**config.mk**
```make
export PLATFORM = sky130hd
export DESIGN_NAME = rational_accumulator_alu
export DESIGN_NICKNAME = d
export VERILOG_FILES = /design/src/rtl/rca_pkg.sv /design/src/rtl/rca_useq.sv /design/src/rtl/rca_dpath.sv /design/src/rtl/rational_accumulator_alu.sv
export VERILOG_INCLUDE_DIRS = /design/src /design/src/rtl
export SDC_FILE = /design/constraint.sdc
export NUM_CORES = 2
export LEC_CHECK = 0
export BUFFER_PORTS_ARGS = -buffer_cell sky130_fd_sc_hd__buf_4
export CORE_ASPECT_RATIO = 1.4
export CORE_UTILIZATION = 30
export DETAILED_ROUTE_END_ITERATION = 12
export GPL_TIMING_DRIVEN = 0
export SLEW_MARGIN = 5
export SYNTH_ARGS = -nofsm -noshare
export SYNTH_HDL_FRONTEND = slang
export SYNTH_SLANG_ARGS = --single-unit
```
**constraint.sdc**
```tcl
create_clock -name i_clk -period 8.1 [get_ports i_clk]
set_input_delay 1.62 -clock i_clk [delete_from_list [all_inputs] [get_ports i_clk]]
set_output_delay 1.62 -clock i_clk [all_outputs]
set_load 0.03 [all_outputs]
```
**src/rtl/rational_accumulator_alu_assert.svh**
```systemverilog
// Assertion macros used by the rational accumulator ALU top level.
`ifndef RATIONAL_ACCUMULATOR_ALU_ASSERT_SVH
`define RATIONAL_ACCUMULATOR_ALU_ASSERT_SVH

// Same-cycle implication, disabled while reset is low.
`define RCA_ASSERT_IMP(lbl, clk, rst_n, ante, cons, msg) \
    lbl: assert property (@(posedge clk) disable iff (!rst_n) (ante) |-> (cons)) \
        else $error(msg);

// Next-cycle implication, disabled while reset is low.
`define RCA_ASSERT_NXT(lbl, clk, rst_n, ante, cons, msg) \
    lbl: assert property (@(posedge clk) disable iff (!rst_n) (ante) |=> (cons)) \
        else $error(msg);

`endif

```
**src/rtl/rca_pkg.sv**
```systemverilog
// Package: item types, operation codes and the microcode table of the rational accumulator ALU.
package rca_pkg;

    localparam int RCA_WORD_BITS = 32;

    // Operation codes of the func field.
    localparam logic [2:0] FN_ADD  = 3'd0;
    localparam logic [2:0] FN_SUB  = 3'd1;
    localparam logic [2:0] FN_MUL  = 3'd2;
    localparam logic [2:0] FN_DIV  = 3'd3;
    localparam logic [2:0] FN_LOAD = 3'd4;

    typedef struct packed {
        logic [2:0]          func;
        logic signed [31:0]  operand_num;
        logic signed [31:0]  operand_den;
    } t_in_item;

    typedef struct packed {
        logic signed [31:0]  result_num;
        logic signed [31:0]  result_den;
        logic                overflow;
    } t_out_item;

    // Datapath operations.
    typedef enum logic [3:0] {
        OP_NOP,
        OP_GCD_INIT,
        OP_GCD_STEP,
        OP_GCD_FIN,
        OP_DIV_START_NUM,
        OP_DIV_START_DEN,
        OP_DIV_STEP,
        OP_DIV_PUT_NUM,
        OP_DIV_PUT_DEN,
        OP_MUL_START,
        OP_MUL_STEP,
        OP_MUL_PUT,
        OP_ADDSUB,
        OP_MOVE_T0_XN,
        OP_WRITEBACK,
        OP_EMIT
    } t_uop;

    // Jump conditions.
    typedef enum logic [3:0] {
        C_NEVER,
        C_ALWAYS,
        C_ZERO_PART,
        C_GCD_BUSY,
        C_CNT_NZ,
        C_PASS2,
        C_FUNC_BAD,
        C_FUNC_LOAD,
        C_FUNC_MUL,
        C_FUNC_DIV
    } t_cond;

    // Multiplier operand pairs (an/ad accumulator, on/od working fraction).
    typedef enum logic [2:0] {
        M_AN_OD,
        M_ON_AD,
        M_AD_OD,
        M_AN_ON,
        M_AD_ON
    } t_msel;

    // Product destinations.
    typedef enum logic [1:0] {
        D_T0,
        D_T1,
        D_XN,
        D_XD
    } t_mdst;

    // Microprogram steps, in table order.
    typedef enum logic [5:0] {
        UA_IDLE,
        UA_ENTRY,
        UA_RED,
        UA_GCD_LOOP,
        UA_GCD_FIN,
        UA_DN_START,
        UA_DN_LOOP,
        UA_DN_PUT,
        UA_DD_START,
        UA_DD_LOOP,
        UA_DD_PUT,
        UA_RED_END,
        UA_DISP_LOAD,
        UA_DISP_MUL,
        UA_DISP_DIV,
        UA_AS_M0,
        UA_AS_L0,
        UA_AS_P0,
        UA_AS_M1,
        UA_AS_L1,
        UA_AS_P1,
        UA_AS_M2,
        UA_AS_L2,
        UA_AS_P2,
        UA_AS_SUM,
        UA_MU_M0,
        UA_MU_L0,
        UA_MU_P0,
        UA_MU_M1,
        UA_MU_L1,
        UA_MU_P1,
        UA_DV_M0,
        UA_DV_L0,
        UA_DV_P0,
        UA_DV_M1,
        UA_DV_L1,
        UA_DV_P1,
        UA_DV_MOVE,
        UA_WB,
        UA_EMIT
    } t_uaddr;

    typedef struct packed {
        t_uop    op;
        t_cond   cond;
        t_uaddr  target;
        t_msel   msel;
        t_mdst   mdst;
        logic    pass_set;
    } t_uword;

    // Datapath flags seen by the sequencer.
    typedef struct packed {
        logic zero_part;
        logic gcd_busy;
        logic cnt_nz;
        logic pass2;
        logic func_bad;
        logic func_load;
        logic func_mul;
        logic func_div;
    } t_status;

    function automatic t_uword f_uw(input t_uop op, input t_cond c, input t_uaddr tgt,
                                    input t_msel ms, input t_mdst md, input logic ps);
        t_uword w;
        w.op       = op;
        w.cond     = c;
        w.target   = tgt;
        w.msel     = ms;
        w.mdst     = md;
        w.pass_set = ps;
        return w;
    endfunction

    // Microcode table. Each word runs its op, then jumps to target when cond holds.
    function automatic t_uword f_urom(input t_uaddr a);
        t_uword w;
        case (a)
            UA_IDLE:      w = f_uw(OP_NOP, C_NEVER, UA_IDLE, M_AN_OD, D_T0, 1'b0);
            UA_ENTRY:     w = f_uw(OP_NOP, C_FUNC_BAD, UA_EMIT, M_AN_OD, D_T0, 1'b0);
            // reduce the working fraction by the gcd of its magnitudes
            UA_RED:       w = f_uw(OP_GCD_INIT, C_ZERO_PART, UA_RED_END, M_AN_OD, D_T0, 1'b0);
            UA_GCD_LOOP:  w = f_uw(OP_GCD_STEP, C_GCD_BUSY, UA_GCD_LOOP, M_AN_OD, D_T0, 1'b0);
            UA_GCD_FIN:   w = f_uw(OP_GCD_FIN, C_NEVER, UA_IDLE, M_AN_OD, D_T0, 1'b0);
            UA_DN_START:  w = f_uw(OP_DIV_START_NUM, C_NEVER, UA_IDLE, M_AN_OD, D_T0, 1'b0);
            UA_DN_LOOP:   w = f_uw(OP_DIV_STEP, C_CNT_NZ, UA_DN_LOOP, M_AN_OD, D_T0, 1'b0);
            UA_DN_PUT:    w = f_uw(OP_DIV_PUT_NUM, C_NEVER, UA_IDLE, M_AN_OD, D_T0, 1'b0);
            UA_DD_START:  w = f_uw(OP_DIV_START_DEN, C_NEVER, UA_IDLE, M_AN_OD, D_T0, 1'b0);
            UA_DD_LOOP:   w = f_uw(OP_DIV_STEP, C_CNT_NZ, UA_DD_LOOP, M_AN_OD, D_T0, 1'b0);
            UA_DD_PUT:    w = f_uw(OP_DIV_PUT_DEN, C_NEVER, UA_IDLE, M_AN_OD, D_T0, 1'b0);
            UA_RED_END:   w = f_uw(OP_NOP, C_PASS2, UA_WB, M_AN_OD, D_T0, 1'b0);
            // dispatch on the operation
            UA_DISP_LOAD: w = f_uw(OP_NOP, C_FUNC_LOAD, UA_WB, M_AN_OD, D_T0, 1'b0);
            UA_DISP_MUL:  w = f_uw(OP_NOP, C_FUNC_MUL, UA_MU_M0, M_AN_OD, D_T0, 1'b0);
            UA_DISP_DIV:  w = f_uw(OP_NOP, C_FUNC_DIV, UA_DV_M0, M_AN_OD, D_T0, 1'b0);
            // add and subtract
            UA_AS_M0:     w = f_uw(OP_MUL_START, C_NEVER, UA_IDLE, M_AN_OD, D_T0, 1'b0);
            UA_AS_L0:     w = f_uw(OP_MUL_STEP, C_CNT_NZ, UA_AS_L0, M_AN_OD, D_T0, 1'b0);
            UA_AS_P0:     w = f_uw(OP_MUL_PUT, C_NEVER, UA_IDLE, M_AN_OD, D_T0, 1'b0);
            UA_AS_M1:     w = f_uw(OP_MUL_START, C_NEVER, UA_IDLE, M_ON_AD, D_T1, 1'b0);
            UA_AS_L1:     w = f_uw(OP_MUL_STEP, C_CNT_NZ, UA_AS_L1, M_ON_AD, D_T1, 1'b0);
            UA_AS_P1:     w = f_uw(OP_MUL_PUT, C_NEVER, UA_IDLE, M_ON_AD, D_T1, 1'b0);
            UA_AS_M2:     w = f_uw(OP_MUL_START, C_NEVER, UA_IDLE, M_AD_OD, D_XD, 1'b0);
            UA_AS_L2:     w = f_uw(OP_MUL_STEP, C_CNT_NZ, UA_AS_L2, M_AD_OD, D_XD, 1'b0);
            UA_AS_P2:     w = f_uw(OP_MUL_PUT, C_NEVER, UA_IDLE, M_AD_OD, D_XD, 1'b0);
            UA_AS_SUM:    w = f_uw(OP_ADDSUB, C_ALWAYS, UA_RED, M_AN_OD, D_XN, 1'b1);
            // multiply
            UA_MU_M0:     w = f_uw(OP_MUL_START, C_NEVER, UA_IDLE, M_AN_ON, D_XN, 1'b0);
            UA_MU_L0:     w = f_uw(OP_MUL_STEP, C_CNT_NZ, UA_MU_L0, M_AN_ON, D_XN, 1'b0);
            UA_MU_P0:     w = f_uw(OP_MUL_PUT, C_NEVER, UA_IDLE, M_AN_ON, D_XN, 1'b0);
            UA_MU_M1:     w = f_uw(OP_MUL_START, C_NEVER, UA_IDLE, M_AD_OD, D_XD, 1'b0);
            UA_MU_L1:     w = f_uw(OP_MUL_STEP, C_CNT_NZ, UA_MU_L1, M_AD_OD, D_XD, 1'b0);
            UA_MU_P1:     w = f_uw(OP_MUL_PUT, C_ALWAYS, UA_RED, M_AD_OD, D_XD, 1'b1);
            // divide: accumulator over operand
            UA_DV_M0:     w = f_uw(OP_MUL_START, C_NEVER, UA_IDLE, M_AN_OD, D_T0, 1'b0);
            UA_DV_L0:     w = f_uw(OP_MUL_STEP, C_CNT_NZ, UA_DV_L0, M_AN_OD, D_T0, 1'b0);
            UA_DV_P0:     w = f_uw(OP_MUL_PUT, C_NEVER, UA_IDLE, M_AN_OD, D_T0, 1'b0);
            UA_DV_M1:     w = f_uw(OP_MUL_START, C_NEVER, UA_IDLE, M_AD_ON, D_XD, 1'b0);
            UA_DV_L1:     w = f_uw(OP_MUL_STEP, C_CNT_NZ, UA_DV_L1, M_AD_ON, D_XD, 1'b0);
            UA_DV_P1:     w = f_uw(OP_MUL_PUT, C_NEVER, UA_IDLE, M_AD_ON, D_XD, 1'b0);
            UA_DV_MOVE:   w = f_uw(OP_MOVE_T0_XN, C_ALWAYS, UA_RED, M_AN_OD, D_T0, 1'b1);
            // commit and hand over
            UA_WB:        w = f_uw(OP_WRITEBACK, C_NEVER, UA_IDLE, M_AN_OD, D_T0, 1'b0);
            UA_EMIT:      w = f_uw(OP_EMIT, C_ALWAYS, UA_IDLE, M_AN_OD, D_T0, 1'b0);
            default:      w = f_uw(OP_NOP, C_ALWAYS, UA_IDLE, M_AN_OD, D_T0, 1'b0);
        endcase
        return w;
    endfunction

endpackage

```
**src/rtl/rca_useq.sv**
```systemverilog
// Microcode sequencer: step counter, table lookup and conditional jumps.
module rca_useq
    import rca_pkg::*;
(
    input  logic    i_clk,
    input  logic    i_rst_n,
    input  logic    i_start,
    input  logic    i_stall,
    input  t_status i_status,
    output t_uword  o_uw,
    output logic    o_idle
);

    t_uaddr r_pc;
    t_uaddr n_pc;
    t_uword w_uw;
    logic   w_take;

    assign w_uw   = f_urom(r_pc);
    assign o_uw   = w_uw;
    assign o_idle = (r_pc == UA_IDLE);

    always_comb begin
        case (w_uw.cond)
            C_NEVER:     w_take = 1'b0;
            C_ALWAYS:    w_take = 1'b1;
            C_ZERO_PART: w_take = i_status.zero_part;
            C_GCD_BUSY:  w_take = i_status.gcd_busy;
            C_CNT_NZ:    w_take = i_status.cnt_nz;
            C_PASS2:     w_take = i_status.pass2;
            C_FUNC_BAD:  w_take = i_status.func_bad;
            C_FUNC_LOAD: w_take = i_status.func_load;
            C_FUNC_MUL:  w_take = i_status.func_mul;
            C_FUNC_DIV:  w_take = i_status.func_div;
            default:     w_take = 1'b0;
        endcase
    end

    always_comb begin
        n_pc = r_pc;
        if (r_pc == UA_IDLE) begin
            if (i_start) begin
                n_pc = UA_ENTRY;
            end
        end else if (!i_stall) begin
            n_pc = w_take ? w_uw.target : t_uaddr'(r_pc + 6'd1);
        end
    end

    always_ff @(posedge i_clk) begin
        if (!i_rst_n) begin
            r_pc <= UA_IDLE;
        end else begin
            r_pc <= n_pc;
        end
    end

endmodule

```
**src/rtl/rca_dpath.sv**
```systemverilog
// Datapath: fraction registers, bit-serial multiplier, gcd stepper and restoring divider.
module rca_dpath
    import rca_pkg::*;
#(
    parameter int WORD_BITS = RCA_WORD_BITS
) (
    input  logic                 i_clk,
    input  logic                 i_rst_n,
    input  t_uword               i_uw,
    input  logic                 i_load,
    input  logic [2:0]           i_func,
    input  logic [WORD_BITS-1:0] i_num,
    input  logic [WORD_BITS-1:0] i_den,
    output t_status              o_status,
    output logic [WORD_BITS-1:0] o_acc_num,
    output logic [WORD_BITS-1:0] o_acc_den,
    output logic                 o_ovf
);

    localparam int W  = WORD_BITS;
    localparam int CW = $clog2(W);
    localparam logic [W-1:0]  LP_ONE      = {{(W-1){1'b0}}, 1'b1};
    localparam logic [CW-1:0] LP_CNT_ONE  = {{(CW-1){1'b0}}, 1'b1};
    localparam logic [CW-1:0] LP_CNT_LAST = CW'(W - 1);

    function automatic logic [W-1:0] f_neg(input logic [W-1:0] v);
        return (~v) + LP_ONE;
    endfunction

    function automatic logic [W-1:0] f_mag(input logic [W-1:0] v);
        return v[W-1] ? f_neg(v) : v;
    endfunction

    logic [2:0]    r_func;
    logic [W-1:0]  r_an, r_ad, r_xn, r_xd, r_t0, r_t1;
    logic          r_ovf, r_pass;
    logic [W-1:0]  r_ga, r_gb, r_g;
    logic [CW-1:0] r_gk, r_cnt;
    logic [W-1:0]  r_ma, r_ph, r_pl;
    logic          r_msign;
    logic [W-1:0]  r_dq, r_rem;

    logic [W-1:0]  w_ma, w_mb;
    logic [W:0]    w_msum;
    logic [W:0]    w_trial;
    logic [W-1:0]  w_mul_res;
    logic          w_mul_ovf;
    logic          w_as_sub;
    logic [W-1:0]  w_as_res;
    logic          w_as_ovf;
    logic          w_ovf_set;
    logic          w_gcd_busy;
    logic [W-1:0]  w_gab, w_gba;

    always_comb begin
        case (i_uw.msel)
            M_AN_OD: begin w_ma = r_an; w_mb = r_xd; end
            M_ON_AD: begin w_ma = r_xn; w_mb = r_ad; end
            M_AD_OD: begin w_ma = r_ad; w_mb = r_xd; end
            M_AN_ON: begin w_ma = r_an; w_mb = r_xn; end
            M_AD_ON: begin w_ma = r_ad; w_mb = r_xn; end
            default: begin w_ma = r_an; w_mb = r_xd; end
        endcase
    end

    // shift-add on magnitudes, low multiplier bit first
    assign w_msum    = {1'b0, r_ph} + (r_pl[0] ? {1'b0, r_ma} : {(W+1){1'b0}});
    assign w_mul_res = r_msign ? f_neg(r_pl) : r_pl;
    assign w_mul_ovf = (r_ph != '0) || (r_pl[W-1] && (!r_msign || (r_pl[W-2:0] != '0)));

    assign w_as_sub = (r_func == FN_SUB);
    assign w_as_res = w_as_sub ? (r_t0 - r_t1) : (r_t0 + r_t1);
    assign w_as_ovf = w_as_sub
        ? ((r_t0[W-1] != r_t1[W-1]) && (w_as_res[W-1] != r_t0[W-1]))
        : ((r_t0[W-1] == r_t1[W-1]) && (w_as_res[W-1] != r_t0[W-1]));

    assign w_ovf_set = ((i_uw.op == OP_MUL_PUT) && w_mul_ovf) ||
                       ((i_uw.op == OP_ADDSUB) && w_as_ovf);

    assign w_trial    = {r_rem, r_dq[W-1]} - {1'b0, r_g};
    assign w_gcd_busy = (r_ga != '0) && (r_gb != '0);
    assign w_gab      = r_ga - r_gb;
    assign w_gba      = r_gb - r_ga;

    assign o_status.zero_part = (r_xn == '0) || (r_xd == '0);
    assign o_status.gcd_busy  = w_gcd_busy;
    assign o_status.cnt_nz    = (r_cnt != '0);
    assign o_status.pass2     = r_pass;
    assign o_status.func_bad  = !(r_func inside {FN_ADD, FN_SUB, FN_MUL, FN_DIV, FN_LOAD});
    assign o_status.func_load = (r_func == FN_LOAD);
    assign o_status.func_mul  = (r_func == FN_MUL);
    assign o_status.func_div  = (r_func == FN_DIV);

    assign o_acc_num = r_an;
    assign o_acc_den = r_ad;
    assign o_ovf     = r_ovf;

    // accumulator and per-item flags
    always_ff @(posedge i_clk) begin
        if (!i_rst_n) begin
            r_an   <= '0;
            r_ad   <= '0;
            r_ovf  <= 1'b0;
            r_pass <= 1'b0;
        end else begin
            if (i_load) begin
                r_ovf  <= 1'b0;
                r_pass <= 1'b0;
            end else begin
                if (i_uw.pass_set) begin
                    r_pass <= 1'b1;
                end
                if (w_ovf_set) begin
                    r_ovf <= 1'b1;
                end
            end
            if (i_uw.op == OP_WRITEBACK) begin
                r_an <= r_xn;
                r_ad <= r_xd;
            end
        end
    end

    // working registers
    always_ff @(posedge i_clk) begin
        if (i_load) begin
            r_func <= i_func;
            r_xn   <= i_num;
            r_xd   <= i_den;
        end else begin
            case (i_uw.op)
                OP_GCD_INIT: begin
                    r_ga <= f_mag(r_xn);
                    r_gb <= f_mag(r_xd);
                    r_gk <= '0;
                end
                OP_GCD_STEP: begin
                    if (w_gcd_busy) begin
                        case ({r_ga[0], r_gb[0]})
                            2'b00: begin
                                r_ga <= {1'b0, r_ga[W-1:1]};
                                r_gb <= {1'b0, r_gb[W-1:1]};
                                r_gk <= r_gk + LP_CNT_ONE;
                            end
                            2'b01: r_ga <= {1'b0, r_ga[W-1:1]};
                            2'b10: r_gb <= {1'b0, r_gb[W-1:1]};
                            default: begin
                                // both odd: halve the difference into the larger one
                                if (r_ga >= r_gb) begin
                                    r_ga <= {1'b0, w_gab[W-1:1]};
                                end else begin
                                    r_gb <= {1'b0, w_gba[W-1:1]};
                                end
                            end
                        endcase
                    end
                end
                OP_GCD_FIN: r_g <= (r_ga | r_gb) << r_gk;
                OP_DIV_START_NUM: begin
                    r_dq  <= f_mag(r_xn);
                    r_rem <= '0;
                    r_cnt <= LP_CNT_LAST;
                end
                OP_DIV_START_DEN: begin
                    r_dq  <= f_mag(r_xd);
                    r_rem <= '0;
                    r_cnt <= LP_CNT_LAST;
                end
                OP_DIV_STEP: begin
                    if (!w_trial[W]) begin
                        r_rem <= w_trial[W-1:0];
                        r_dq  <= {r_dq[W-2:0], 1'b1};
                    end else begin
                        r_rem <= {r_rem[W-2:0], r_dq[W-1]};
                        r_dq  <= {r_dq[W-2:0], 1'b0};
                    end
                    r_cnt <= r_cnt - LP_CNT_ONE;
                end
                OP_DIV_PUT_NUM: r_xn <= r_xn[W-1] ? f_neg(r_dq) : r_dq;
                OP_DIV_PUT_DEN: r_xd <= r_xd[W-1] ? f_neg(r_dq) : r_dq;
                OP_MUL_START: begin
                    r_ma    <= f_mag(w_ma);
                    r_pl    <= f_mag(w_mb);
                    r_ph    <= '0;
                    r_msign <= w_ma[W-1] ^ w_mb[W-1];
                    r_cnt   <= LP_CNT_LAST;
                end
                OP_MUL_STEP: begin
                    r_ph  <= w_msum[W:1];
                    r_pl  <= {w_msum[0], r_pl[W-1:1]};
                    r_cnt <= r_cnt - LP_CNT_ONE;
                end
                OP_MUL_PUT: begin
                    case (i_uw.mdst)
                        D_T0:    r_t0 <= w_mul_res;
                        D_T1:    r_t1 <= w_mul_res;
                        D_XN:    r_xn <= w_mul_res;
                        D_XD:    r_xd <= w_mul_res;
                        default: ;
                    endcase
                end
                OP_ADDSUB:     r_xn <= w_as_res;
                OP_MOVE_T0_XN: r_xn <= r_t0;
                default: ;
            endcase
        end
    end

endmodule

```
**src/rtl/rational_accumulator_alu.sv**
```systemverilog
// Top level of the rational accumulator ALU: handshakes, word sizing and the result register.
//
// Usage:
//   Input channel (i_in_valid / o_in_ready / i_in_data) takes one item: an operation
//   (add, subtract, multiply, divide, load) and an operand fraction. Output channel
//   (o_out_valid / i_out_ready / o_out_data) returns one item per input item: the new
//   accumulated fraction, gcd-reduced unless a part is zero, and an overflow flag.
//   Items are worked one at a time by a microprogram over a small datapath.
//   Each item runs through the operand reduction (gcd steps plus two divisions), two or
//   three bit-serial products, and a second reduction; a load skips the products and
//   the second reduction, and a zero part skips the gcd reduction. Unused operation
//   codes go from the entry step straight to the hand-over step. The shift-add
//   multiplier and the restoring divider each work one bit per cycle, and the
//   sequencer takes a new item only once it is back at idle.
//   o_in_ready is high whenever the sequencer is idle, also while a result still waits
//   in the output register; a stalled receiver holds the result there, and the
//   sequencer waits at its hand-over step only if a second result is ready before it.
//   Reset clears the accumulator to 0/0, empties the output register and returns the
//   sequencer to idle.
module rational_accumulator_alu
    import rca_pkg::*;
#(
    parameter int WORD_BITS = RCA_WORD_BITS
) (
    input  logic      i_clk,
    input  logic      i_rst_n,
    input  logic      i_in_valid,
    output logic      o_in_ready,
    input  t_in_item  i_in_data,
    output logic      o_out_valid,
    input  logic      i_out_ready,
    output t_out_item o_out_data
);

    t_uword                 w_uw;
    t_status                w_status;
    logic                   w_seq_idle;
    logic                   w_in_fire;
    logic                   w_out_busy;
    logic                   w_emit_fire;
    logic                   w_stall;
    logic [WORD_BITS-1:0]   w_acc_num;
    logic [WORD_BITS-1:0]   w_acc_den;
    logic                   w_ovf;
    logic [WORD_BITS+31:0]  w_in_num_ext;
    logic [WORD_BITS+31:0]  w_in_den_ext;
    logic [WORD_BITS+31:0]  w_out_num_ext;
    logic [WORD_BITS+31:0]  w_out_den_ext;

    logic                   r_out_valid;
    t_out_item              r_out_data;
    t_out_item              n_out_data;

    // Accept only while the sequencer sits idle.
    assign o_in_ready = w_seq_idle;
    assign w_in_fire  = i_in_valid && w_seq_idle;

    // Hold the hand-over step while the result register is still occupied.
    assign w_out_busy  = r_out_valid && !i_out_ready;
    assign w_stall     = (w_uw.op == OP_EMIT) && w_out_busy;
    assign w_emit_fire = (w_uw.op == OP_EMIT) && !w_out_busy;

    // Sign-extend, then keep the working word (wraps when the word is narrower).
    assign w_in_num_ext = {{WORD_BITS{i_in_data.operand_num[31]}}, i_in_data.operand_num};
    assign w_in_den_ext = {{WORD_BITS{i_in_data.operand_den[31]}}, i_in_data.operand_den};

    // Results go out sign-extended to 32 bits.
    assign w_out_num_ext = {{32{w_acc_num[WORD_BITS-1]}}, w_acc_num};
    assign w_out_den_ext = {{32{w_acc_den[WORD_BITS-1]}}, w_acc_den};

    always_comb begin
        n_out_data.result_num = w_out_num_ext[31:0];
        n_out_data.result_den = w_out_den_ext[31:0];
        n_out_data.overflow   = w_ovf;
    end

    rca_useq u_useq (
        .i_clk    (i_clk),
        .i_rst_n  (i_rst_n),
        .i_start  (w_in_fire),
        .i_stall  (w_stall),
        .i_status (w_status),
        .o_uw     (w_uw),
        .o_idle   (w_seq_idle)
    );

    rca_dpath #(
        .WORD_BITS (WORD_BITS)
    ) u_dpath (
        .i_clk     (i_clk),
        .i_rst_n   (i_rst_n),
        .i_uw      (w_uw),
        .i_load    (w_in_fire),
        .i_func    (i_in_data.func),
        .i_num     (w_in_num_ext[WORD_BITS-1:0]),
        .i_den     (w_in_den_ext[WORD_BITS-1:0]),
        .o_status  (w_status),
        .o_acc_num (w_acc_num),
        .o_acc_den (w_acc_den),
        .o_ovf     (w_ovf)
    );

    // Result register: load on hand-over, drop once taken.
    always_ff @(posedge i_clk) begin
        if (!i_rst_n) begin
            r_out_valid <= 1'b0;
        end else if (w_emit_fire) begin
            r_out_valid <= 1'b1;
        end else if (i_out_ready) begin
            r_out_valid <= 1'b0;
        end
    end

    always_ff @(posedge i_clk) begin
        if (w_emit_fire) begin
            r_out_data <= n_out_data;
        end
    end

    assign o_out_valid = r_out_valid;
    assign o_out_data  = r_out_data;

`include "rational_accumulator_alu_assert.svh"

    `RCA_ASSERT_NXT(a_busy_after_accept, i_clk, i_rst_n, w_in_fire, !o_in_ready, "ready after accept")
    `RCA_ASSERT_NXT(a_emit_fills_out, i_clk, i_rst_n, w_emit_fire, o_out_valid, "result lost")
    `RCA_ASSERT_IMP(a_no_emit_on_accept, i_clk, i_rst_n, w_in_fire, !(w_uw.op == OP_EMIT), "emit while idle")

endmodule

```
# == Yosys cells after proc, flatten, opt, wreduce, memory -nomap -nowiden ==
# Memories as Yosys holds them, arrays and structs flattened. A register that Yosys moved wholly into a read port is not among the register bits.
# Index checks and enable logic that the tools add are counted.
# word_totals
regBits,536
romBits,1280
in_bits,71
elab_cells,209
memories,1
# classes
addsub,15
n_lt_le_gt_ge,1
n_eq_ne,50
shifts,1
n_mux,45
bitwise_logic,10
reduce_logical,60
# mem_list
memory,words,width,rd,rd_clocked_by_memory_dff,write_ports,line_no,text
(name not given),64,20,1,1,0,rca_pkg.sv:156,case (a)
# op_table
op,n
$pmux 32 s2,10
$mux 32,17
$add 32x1->32 const B,6
$not 32->32,6
$pmux 32 s4,1
$pmux 32 s3,1
$reduce_bool 32->1,3
$sub 32x32->32,3
$logic_not 32->1,2
$eq 4x4->1 const B,10
$mux 6,6
$add 32x33->33,1
$sub 33x32->33,1
$add 32x32->32,1
$eq 4x3->1 const B,8
$ge 32x32->1,1
$or 32x32->32,1
$shl 32x5->32,1
$mux 31,1
$reduce_bool 31->1,1
$pmux 5 s2,2
$reduce_and 2->1,9
$eq 4x2->1 const B,4
$reduce_bool 5->1,3
33 further kinds,83

# == Depth between registers and ports, before layout ==
# logic_depth
depth_word,9
depth_mapped,20
ltp_nobuf,20

# == Hierarchy ==
# From an unflattened synthesis, not the netlist that was laid out.
# hier_totals
hier_cells,4359
area_unflattened_um2,39932.0
# by_module_without_submodules
module,instances,cells_each,area_each_um2,seq_area_each_um2
rca_dpath,1,4068,36069.6,13272.7
rational_accumulator_alu,1,72,2021.9,1971.9
rca_useq,1,219,1840.5,520.5

# == Worst setup path after synthesis ==
# OpenSTA, ideal clock, no wires.
# synth_path
path_kind,in2reg
from,input i_in_valid
to,"register u_dpath.r_cnt[0], enable pin"
t_arrival_ns,7.398
t_required_ns,7.778
slack_ns,0.380
stages,4
path_buffers,0
path_cell_list,nand2_1 clkinv_1 a211oi_1 or2_2
# synth_via
elab_chain_cells,3
# synth_rtl
item,line_no,text
start: declaration,rational_accumulator_alu.sv:27,"input logic i_in_valid,"
$logic_and 1x1->1,rational_accumulator_alu.sv:56,assign w_in_fire = i_in_valid && w_seq_idle;
$not 1->1 (no line),-,
$reduce_and 2->1 (no line),-,
end signal: assignment,rca_dpath.sv:177,r_cnt <= r_cnt - LP_CNT_ONE;
end signal: assignment,rca_dpath.sv:191,r_cnt <= r_cnt - LP_CNT_ONE;
end: declaration,rca_dpath.sv:38,"logic [CW-1:0] r_gk, r_cnt;"
# No other way between the ends.
# A chain may end at the register's enable or synchronous reset.

# == Worst setup path in the final report ==
# layout_path
from,register u_dpath.r_func[0]
to,register u_dpath.r_ovf (netlist: u_dpath.o_ovf)
# layout_via
elab_chain_cells,7
# layout_rtl
item,line_no,text
start: declaration,rca_dpath.sv:34,logic [2:0] r_func;
start signal: assignment,rca_dpath.sv:127,r_func <= i_func;
$eq 3x1->1 *,rca_dpath.sv:71,assign w_as_sub = (r_func == FN_SUB);
$mux 32,rca_dpath.sv:72,assign w_as_res = w_as_sub ? (r_t0 - r_t1) : (r_t0 + r_t1);
$ne 1x1->1,"rca_dpath.sv:74, rca_dpath.sv:75",
"$logic_and 1x1->1, on equally long branches","rca_dpath.sv:75, rca_dpath.sv:74",
$mux 1 *,rca_dpath.sv:74,? ((r_t0[W-1] != r_t1[W-1]) && (w_as_res[W-1] != r_t0[W-1]))
$logic_and 1x1->1 *,rca_dpath.sv:78,((i_uw.op == OP_ADDSUB) && w_as_ovf);
$logic_or 1x1->1 *,rca_dpath.sv:77,assign w_ovf_set = ((i_uw.op == OP_MUL_PUT) && w_mul_ovf) ||
end signal: assignment,rca_dpath.sv:103,r_ovf <= 1'b0;
end signal: assignment,rca_dpath.sv:107,r_ovf <= 1'b0;
end signal: assignment,rca_dpath.sv:114,r_ovf <= 1'b1;
end: declaration,rca_dpath.sv:36,"logic r_ovf, r_pass;"
# Every way passes the cells marked *; elsewhere a longest branch is shown, timed or not.

==> metrics.cfg <==
[pwr]
p_leak_nw=16.5
p_per_area_mw_per_mm2=369
ir_drop_mv=0.275
total_power_mw=16.7

[setup_path]
max_stage_delay_ns=0.56
cp.required_ns=8.65
crit_path_cell_trace=or3b_2 > clkbuf_1 > clkbuf_1 > nand2_1 > xnor2_1 > ha_1 > nand2_1 > a2111oi_0 > o31ai_1 > a211o_1 > a211oi_1 > a2111oi_0 > o31ai_1 > a21oi_1 > xnor2_1 > or3_1 > o211ai_1
worst_ep_arrival_time_ns=6.40
end_kind=register
worstSetupPathType=reg2reg
path_max_fanout=10
slowest_stage=a211oi_1
critPathLaunchType=register
r2r_cells=17

[cells_and_area]
largest_reg_flops=65
area_growth_pct=14.4
final_common_cell=nand2_1
fin_nets=4925
drive_above_1_share_pct=8.78
fillers=13500
final_cell_mix=nand2_1, edfxtp_1, nor2_1
final_cells=6445
final_core_util_pct=34.6

[synth]
yosysTopAreaCellShare_pct=35.2
synth_flop_cell=edfxtp_1
avgSynthCellArea_sq_um=8.94
ys_types=98
ys_warn_count=0
syn_nets=4699
synth_area_leaders=edfxtp_1, ha_1, nand2_1, a21oi_1, xnor2_1
synth_area_sq_mm=0.0394
async_reset_ff_share_pct=0
synth_edf_count=463
synth_cells=4414
synth_top_area_cell=edfxtp_1
ys_seq_area_share_pct=40.0
ys_ff_latch=556

[drt]
vias_per_cell=5.54
drcViolationCount=0
wire_per_inst_um=25.7
dr.pass1.iters=6
drtAntennaViolNets=0
wl_um=165000
num_vias=35700
drtIter0Drc=3174

[min_path]
min_path_type=reg2reg
min_path_cells=2

[die]
io_pins=138
die_y_um=431
row_count=157
initial_core_util_pct=30.2
core-area_sq_mm=0.131
die-area_sq_mm=0.133
die_w_um=308

[timing]
final-setup-viol-count=0
min_period_over_period_pct=72.2
fin_crit_ns=5.85
hold_viol=0
max_slew.worst_pin.slew_ns=1.25
holdWs_ns=0.442
fin_skew_ns=0.0484
slew_violations=0
rsz0062_at_grt=no
slew_headroom_pct=15.5
clock.fmax_mhz=171

[place]
dpl.cell_count=6327
gp_congestion=1.04
dp_hpwl_um=132000
io_buffers=137

[grt]
grt_pass1_vias=34700
grt_antenna_before_repair=4
grt_pass1_wl_um=236000
grt_max_degree=36
grtUsageTotal_pct=24.3
overflow=0

[clock_tree]
cts_buffers=60
post_cts_buffers=0
cts_max_path_buffers=3
cts_resized=0
cts_tree=done
ctsHoldBuffers=0
ctsHtreeMaxLevel=2
clock-root-buffer=clkbuf_16
clk_pin_slew_ns=0.06
clock_sink_count=556
clk_latency_ns=0.69

[outcome]
outcome=finished, final reports clean

[job]
max-cap-violations=0

==> layer usage <==
layer / GRT usage (%) / share of wire [%] / vias to the layer above
li1: - / - / 16500
met1: 25.6 / 35 / 17300
met2: 42.0 / 48 / 1493
met3: 3.10 / 5.5 / 472
met4: 22.2 / 11 / 0
met5: 0 / 0 / -
==> logic make-up (layout without fill, tap and decap cells) <==
group	after synthesis	after routing	share of synthesized area, %
multiplexers	86	86	3.06
AO/OA/AOI/OAI	1232	1232	19.8
other	0	4	0
buffers and inverters	457	735	4.50
flip-flops	556	556	40.0
XOR/XNOR	358	358	7.95
adder cells (fa/ha/maj)	215	215	6.91
AND/OR/NAND/NOR	1510	1510	17.8
==> metrics by stage <==
| step | setup TNS [ns] | cell area [sq um] | setup WS (ns) |
|---|---|---|---|
| global placement | -229.33 | 42700 | -3.03 |
| global route | 0 | 45100 | 2.04 |
| floorplan | 0 | 39400 | 0.380 |
| finish | 0 | 45100 | 2.25 |
| CTS | 0 | 45100 | 2.04 |
| detailed placement | 0 | 43100 | 2.09 |
==> power breakdown <==
part | switching, mW | internal [mW]
Clock | 1.32 | 1.64
Combinational | 5.69 | 3.02
Sequential | 0.990 | 4.00
Total | 8.00 | 8.66
==> final cells by class <==
type                       count  area (sq um)  share of cell area, %
antenna                        4          10.0                 0.0222
clock buffer                  72          1600                   3.54
tap                         1749          2190                   4.85
timing repair buffer         164          1340                   2.97
clock inverter                42           457                   1.01
multi-input combinational   3401         22000                   48.7
buffer                       244           970                   2.15
sequential                   556         15800                   34.9
inverter                     213           807                   1.79
==> critical path, delay by kind of cell, from the launching register on <==
kind	cells	cell delay (ns)
AOI/OAI and AO/OA	8	2.57
xor gates and xnor gates	2	0.69
adders and majority gates	1	0.40
buffers and inverters	2	0.92
DFF	1	0.43
and+or+nand+nor	4	0.69
==> cells in the mapped netlist (all sizes together), types with 20 or more instances <==
cell	count
o21bai	28
nand3	81
o22ai	42
xnor2	214
nand4	21
or3	49
nor3	84
and3	22
mux2i	44
ha	209
a211oi	44
a21o	57
or4	23
nor2b	57
nor2	413
buf	35
clkbuf	209
or2	23
a21oi	395
nor4	48
nand2	535
o211ai	20
o21a	21
o21ai	275
a31oi	47
o31ai	59
a221oi	26
mux4	26
a22oi	52
o221ai	36
edfxtp	463
and2	60
xor2	144
inv	211
dfxtp	93
nand2b	59
==> worst paths after layout <==
path	from	to	slack [ns]
setup / recovery	u_dpath.r_func[0]	u_dpath.o_ovf	2.25
hold / removal	u_useq.o_uw[0]	u_dpath.r_pass	0.44
setup reg to reg	u_dpath.r_func[0]	u_dpath.o_ovf	2.25
hold reg to reg	u_useq.o_uw[0]	u_dpath.r_pass	0.44
Note: power is estimated with default switching activity, not from simulation.
